**src/design/prq_pkg.sv**
```systemverilog
// Shared types, codes and sizes for the rank-ordered queue.
package prq_pkg;

    localparam int DEPTH  = 64;
    localparam int IDX_W  = $clog2(DEPTH);
    localparam int CNT_W  = $clog2(DEPTH + 1);
    localparam int RANK_W = 64;
    localparam int TAG_W  = 32;
    localparam int ACT_W  = 3;
    localparam int STAT_W = 2;
    localparam int OCC_W  = 7;
    localparam int CAP_W  = 7;
    localparam int DATA_W = 32;
    localparam int ADDR_W = 3;

    localparam logic [CAP_W-1:0] CAP_RESET = 7'd64;

    // action codes
    localparam logic [ACT_W-1:0] ACT_ENQ    = 3'd0;
    localparam logic [ACT_W-1:0] ACT_DEQ    = 3'd1;
    localparam logic [ACT_W-1:0] ACT_DEL    = 3'd2;
    localparam logic [ACT_W-1:0] ACT_LOOKUP = 3'd3;
    localparam logic [ACT_W-1:0] ACT_FIRST  = 3'd4;
    localparam logic [ACT_W-1:0] ACT_NEXT   = 3'd5;

    // status codes
    localparam logic [STAT_W-1:0] STAT_OK    = 2'd0;
    localparam logic [STAT_W-1:0] STAT_FULL  = 2'd1;
    localparam logic [STAT_W-1:0] STAT_MISS  = 2'd2;
    localparam logic [STAT_W-1:0] STAT_END   = 2'd3;

    // register word select (paddr[2])
    localparam logic REG_CAPACITY = 1'b0;

    typedef enum logic [1:0] {
        ST_IDLE,
        ST_CMP,
        ST_APPLY
    } state_t;

    typedef enum logic [1:0] {
        CELL_HOLD,
        CELL_CMP,
        CELL_INSERT,
        CELL_REMOVE
    } cell_op_t;

    typedef struct packed {
        cell_op_t            op;
        logic                all;
        logic [RANK_W-1:0]   key;
        logic [TAG_W-1:0]    tag;
    } cell_cmd_t;

    typedef struct packed {
        logic [RANK_W-1:0]   rank;
        logic [TAG_W-1:0]    tag;
    } slot_t;

    typedef struct packed {
        logic eq;
        logic gt;
        logic sh;
    } cell_flag_t;

endpackage

```
**src/design/prq_cell.sv**
```systemverilog
// One slot of the sorted chain: holds a rank and tag, compares, shifts.
module prq_cell import prq_pkg::*;
(
    input  logic        clk,
    input  cell_cmd_t   cmd,
    input  logic        live,
    input  logic        left_sh,
    input  slot_t       left_slot,
    input  slot_t       right_slot,
    output slot_t       slot,
    output cell_flag_t  flag
);

    slot_t slot_reg, slot_next;
    logic  eq_reg, eq_next;
    logic  gt_reg, gt_next;
    logic  own_sh;

    // this slot moves right on insert: empty, or holds a larger rank
    assign own_sh = !live || gt_reg;

    always_comb
    begin
        slot_next = slot_reg;
        eq_next   = eq_reg;
        gt_next   = gt_reg;
        case (cmd.op)
            CELL_CMP:
            begin
                eq_next = live && (slot_reg.rank == cmd.key);
                gt_next = live && (slot_reg.rank > cmd.key);
            end
            CELL_INSERT:
            begin
                if (own_sh)
                begin
                    if (left_sh)
                        slot_next = left_slot;
                    else
                        slot_next = '{rank: cmd.key, tag: cmd.tag};
                end
            end
            CELL_REMOVE:
            begin
                // close the gap from the removed slot onward
                if (cmd.all || !live || eq_reg || gt_reg)
                    slot_next = right_slot;
            end
            default:
            begin
                slot_next = slot_reg;
            end
        endcase
    end

    always_ff @(posedge clk)
    begin
        slot_reg <= slot_next;
        eq_reg   <= eq_next;
        gt_reg   <= gt_next;
    end

    assign slot    = slot_reg;
    assign flag.eq = eq_reg;
    assign flag.gt = gt_reg;
    assign flag.sh = own_sh;

endmodule

```
**config.mk**
```make
export PLATFORM = sky130hd
export DESIGN_NAME = prq_cell
export DESIGN_NICKNAME = d
export VERILOG_FILES = /design/src/design/prq_pkg.sv /design/src/design/prq_cell.sv
export SDC_FILE = /design/constraint.sdc
export NUM_CORES = 1
export LEC_CHECK = 0
export BUFFER_PORTS_ARGS = -buffer_cell sky130_fd_sc_hd__buf_4
export CAP_MARGIN = 20
export CORE_AREA = 2 2 152 154
export DETAILED_ROUTE_END_ITERATION = 10
export DIE_AREA = 0 0 154 156
export HOLD_SLACK_MARGIN = 0.08
export MAX_ROUTING_LAYER = met4
export PLACE_DENSITY = 0.58
export SYNTH_ARGS = -nofsm -noshare
export SYNTH_HDL_FRONTEND = slang
export SYNTH_SLANG_ARGS = --single-unit
```
**constraint.sdc**
```tcl
create_clock -name clk -period 6.73 [get_ports clk]
set_input_delay 0.3365 -clock clk [delete_from_list [all_inputs] [get_ports clk]]
set_output_delay 0.3365 -clock clk [all_outputs]
set_load 0.005 [all_outputs]
```
**After elaboration in Yosys (flattened, before gate mapping)**

Index checks and enable logic that the tools add are counted.

- Add/sub/neg operators: 0
- Multiply operators: 0
- Divide/modulo/power cells: 0
- $lt $le $gt $ge: 1
- Equality and inequality tests: 6
- Shift operators: 0
- Mux-type cells: 4
- Bitwise operators: 0
- Reduce and logical (&&, ||, !) cells: 9

Operators with widths:

| cell | number |
|---|---|
| 2-to-1 mux 96 bit | 3 |
| one-hot mux 96 bit (2 select lines) | 1 |
| == test 64 bit | 1 |
| > comparator 64 bit | 1 |
| == test 2 bit (second input constant) | 2 |
| logical OR 1 bit | 4 |
| != test 2 bit (second input constant) | 2 |
| AND reduction 3 bit | 1 |
| == test 2 x 1 -> 1 bit (second input constant) | 1 |
| logical AND 1 bit | 2 |
| nonzero test 2 bit | 1 |
| logical NOT 1 bit | 1 |

- Register bits: 98
- Bits in latches: 0
- Memory bits (writable): 0
- Memory bits (read-only): 0
- Output and inout bits: 99
- Word-level logic and storage cells: 24
- Memories: 0

**Longest topological paths before layout**

- Depth in word-level cells: 6
- Gate-level depth with buffers: 8

**Worst setup path after synthesis**

Ideal clock, no wire load.

- Path kind: reg-to-reg
- From: reg gt_reg
- To: reg slot_reg (netlist bit slot[0]) (enable)
- Library setup time: 0.462 ns
- Data arrival time: 2.625 ns
- Required time: 6.268 ns
- Setup slack: 3.643 ns
- Stages on the path, launching flop included: 3
- Cells stage by stage: edfxtp_1 nand2b_1 o21a_1

- Longest elaborated chain between the ends: 3
- Elaborated cells on any way between the ends: 5
- Those cells by class: 2 x eq/ne; 3 x reduce/logical

RTL lines:

| element | line | source |
|---|---|---|
| start, declared | prq_cell.sv:16 | `logic gt_reg, gt_next;` |
| start signal, assigned | prq_cell.sv:60 | `gt_reg <= gt_next;` |
| logical OR 1 bit | prq_cell.sv:20 | `assign own_sh = !live \|\| gt_reg;` |
| via own_sh | prq_cell.sv:17 | `logic own_sh;` |
| != test 2 bit (no line) | - |  |
| AND reduction 3 bit (no line) | - |  |
| end signal, assigned | prq_cell.sv:58 | `slot_reg <= slot_next;` |
| end, declared | prq_cell.sv:14 | `slot_t slot_reg, slot_next;` |

The timed path passes the listed nets, and every way through them passes these cells.
A chain may end at the register's enable or synchronous reset.

**Worst setup path in the final report**

- From: reg slot_reg (netlist bit slot[93])
- To: reg gt_reg, data pin

- Longest elaborated chain between the ends: 2

RTL lines:

| element | line | source |
|---|---|---|
| > comparator 64 bit | prq_cell.sv:31 | `gt_next = live && (slot_reg.rank > cmd.key);` |
| logical AND 1 bit | prq_cell.sv:31 |  |

Every way passes these cells.

==> reports/results.ini <==
[routing]
final_antenna_net_count=0
drt-wirelength-per-cell_microns=17.1
wirelength_microns=22600
drc=0
vias=6135
first_iter_violations=214
drtPass1Iterations=4
avgViaCountPerCell=4.65

[placed_design]
dp_hpwl_microns=18300
dpl_cell_area_sq_mm=0.00972
port_buffers=392
routabilityCongestion=0.842
post-place-ws_ns=4.13

[setup_path]
cpPeakStageDelay_ns=0.60
arrival_ns=2.60
worstPathCellList=ha_1 > nand4_1 > or4_1 > and3b_1 > and4_1 > or2b_2 > a21oi_1
worstPathBufferInverterCount=0
r2r_cells=7
reg2reg_to=gt_reg$_DFFE_PN_
startpoint_type=flip-flop
cp_max_fo=3
endpoint_kind=flip-flop
path_depth=7
r2r_setup_slack_ns=4.21
cp.required_ns=6.81
critPathKind=reg2reg
crit_slowest_cell=or4_1
cp_top_family=simple AND/OR/NAND/NOR gates
rr_startpoint=slot[93]$_DFFE_PP_

[timing]
hold_viol_final=0
setup-tns-final_ns=0
setup_viol=0
worstMarginPinSlew_ns=1.02
rsz0062_at_grt=false
finalClockSkew_ns=0.0106
min_period_ns=2.52
maxSlewViolCount=0
final.setup.worst_slack_ns=4.21
max_freq_mhz=397
maxSlewHeadroom_pct=32.1
period_share_pct=37.4

[cts]
cts.reportedPaths.clkPinSlew_ns=0.08
cts-root-buf=clkbuf_16
cts_buffer_depth=2
cts_inserted_buffers=9
post_cts_buffers=0
ctsHoldBuffers=0
post_cts_resized=0
htree_levels=3
clk_latency_ns=0.35
cts_tree=done
cts_sinks=98

[logic_synthesis]
synth-edff-count=98
synth_cell_types=33
ys_seq_area_share_pct=45.0
yosys_warnings=0
syn_nets=1015
synth_ff_type=edfxtp_1
syn_avg_cell_area_sq_um=9.95
syn_inst=657
ys_ff_latch=98
synthArstFlopShare_pct=0
syn_area_sq_mm=0.00654

[grt]
grt_max_degree=116
grt_pass1_wl_microns=33000
antenna_found_initial=0
grt_usage_pct=18.5
gr-total-overflow=0
first_global_vias=6105

[die]
ios=393
core_sq_mm=0.0224
die_area_sq_mm=0.0240
die_h_microns=156
start_util_pct=29.2
fp.dieW_microns=154
num_rows=55

[layout]
multiInputGateArea_sq_mm=0.00320
syn_to_final_growth_pct=53.4
n_antenna_cell=0
nNetsFinal=1386
regArea_sq_mm=0.00294
final_area_sq_mm=0.0100
drive_above_1_share_pct=40.1
largest_register_ffs=96
num-fill-cells=2195
mostFrequentLayoutCells=395 x buf_4, 111 x nand2_1, 106 x o21ai_0
final_common_cell=buf_4

[hold_path]
holdCritStartpoint=right_slot[3]
min_path_type=in2reg
hold_depth=3
worstHoldEndpoint=slot[3]$_DFFE_PP_

[power]
p_switching_mw=0.473
swShare_pct=27.0
peakVddDrop_v=0.0000975
clkPwrFrac_pct=31.2
total_power_mw=1.75
share_seq_of_total_power_pct=43.4
p_comb_share_pct=25.4
power_density_mw_per_mm2=175
leakagePower_nw=4.87
p_int_mw=1.28

[outcome]
status=finished clean

[run]
maxCapViolCount=0

-- layer usage --
metal	track usage (%)	part of all wire, %	vias up	routed length (microns)
li1	-	-	3090	-
met1	21.0	40	2791	9020
met2	33.6	52	233	11800
met3	3.36	6.0	21	1350
met4	4.98	1.7	0	386
met5	-	0	-	0
-- synthesized netlist by cell type, types with 5 or more instances --
library cell / instances / area, sq um
buf_2: 7 / 35.0
a21oi_1: 28 / 140
clkbuf_1: 24 / 90.1
edfxtp_1: 98 / 2940
mux2i_1: 96 / 961
nand2_1: 111 / 417
inv_1: 66 / 248
ha_1: 64 / 801
nand4_1: 12 / 75.1
nand3_1: 5 / 25.0
nor2_1: 7 / 26.3
o21ai_0: 106 / 531
-- worst max-delay path by stage --
stage	startpoint	end	slack (ns)
after floorplan	gt_reg$_DFFE_PN_	slot[0]$_DFFE_PP_	3.64
after global placement	left_sh	slot[8]$_DFFE_PP_	4.12
after detailed placement	cmd[93]	gt_reg$_DFFE_PN_	4.13
after CTS	slot[93]$_DFFE_PP_	gt_reg$_DFFE_PN_	4.19
after global routing	slot[93]$_DFFE_PP_	gt_reg$_DFFE_PN_	4.08
final	slot[93]$_DFFE_PP_	gt_reg$_DFFE_PN_	4.21
-- worst reg2reg max path, delay by kind of cell (launching register included) --
family | cells | cell delay (ns)
AO/OA/AOI/OAI | 1 | 0.04
AND/OR/NAND/NOR | 5 | 1.51
adder cells (fa/ha/maj) | 1 | 0.31
flip-flops | 1 | 0.40
-- per-stage QoR --
| step | util (%) | hold WS, ns | std cells |
|---|---|---|---|
| floorplan | - | 0.524 | 657 |
| global placement | 43.4 | 0.610 | 1302 |
| detailed placement | 43.4 | 0.614 | 1302 |
| CTS | 44.8 | 0.240 | 1318 |
| global route | 44.8 | 0.257 | 1318 |
| finish | 44.8 | 0.262 | 1318 |
-- power by group through the flow --
stage | clock network (mW) | logic [mW] | registers [mW]
global route | 0.585 | 0.495 | 0.767
detailed placement | 0 | 0.450 | 0.775
floorplan | 0 | 0.177 | 0.777
finish | 0.548 | 0.445 | 0.760
CTS | 0.569 | 0.451 | 0.761
global placement | 0 | 0.448 | 0.773
-- logic make-up after synthesis --
family	after synthesis	synth area share, %
adders and majority gates	64	12.3
and+or+nand+nor	148	9.69
AOI/OAI and AO/OA	150	12.2
buffers and inverters	101	6.11
muxes	96	14.7
DFF	98	45.0
-- area by class of cell --
type | instances | share of cell area (%)
tap | 285 | 3.56
clock buffer | 9 | 2.25
inverter | 66 | 2.47
multi-input combinational | 458 | 32.0
sequential | 98 | 29.4
clock inverter | 7 | 0.824
timing repair buffer | 395 | 29.6
(Power assumes the default switching activity.)
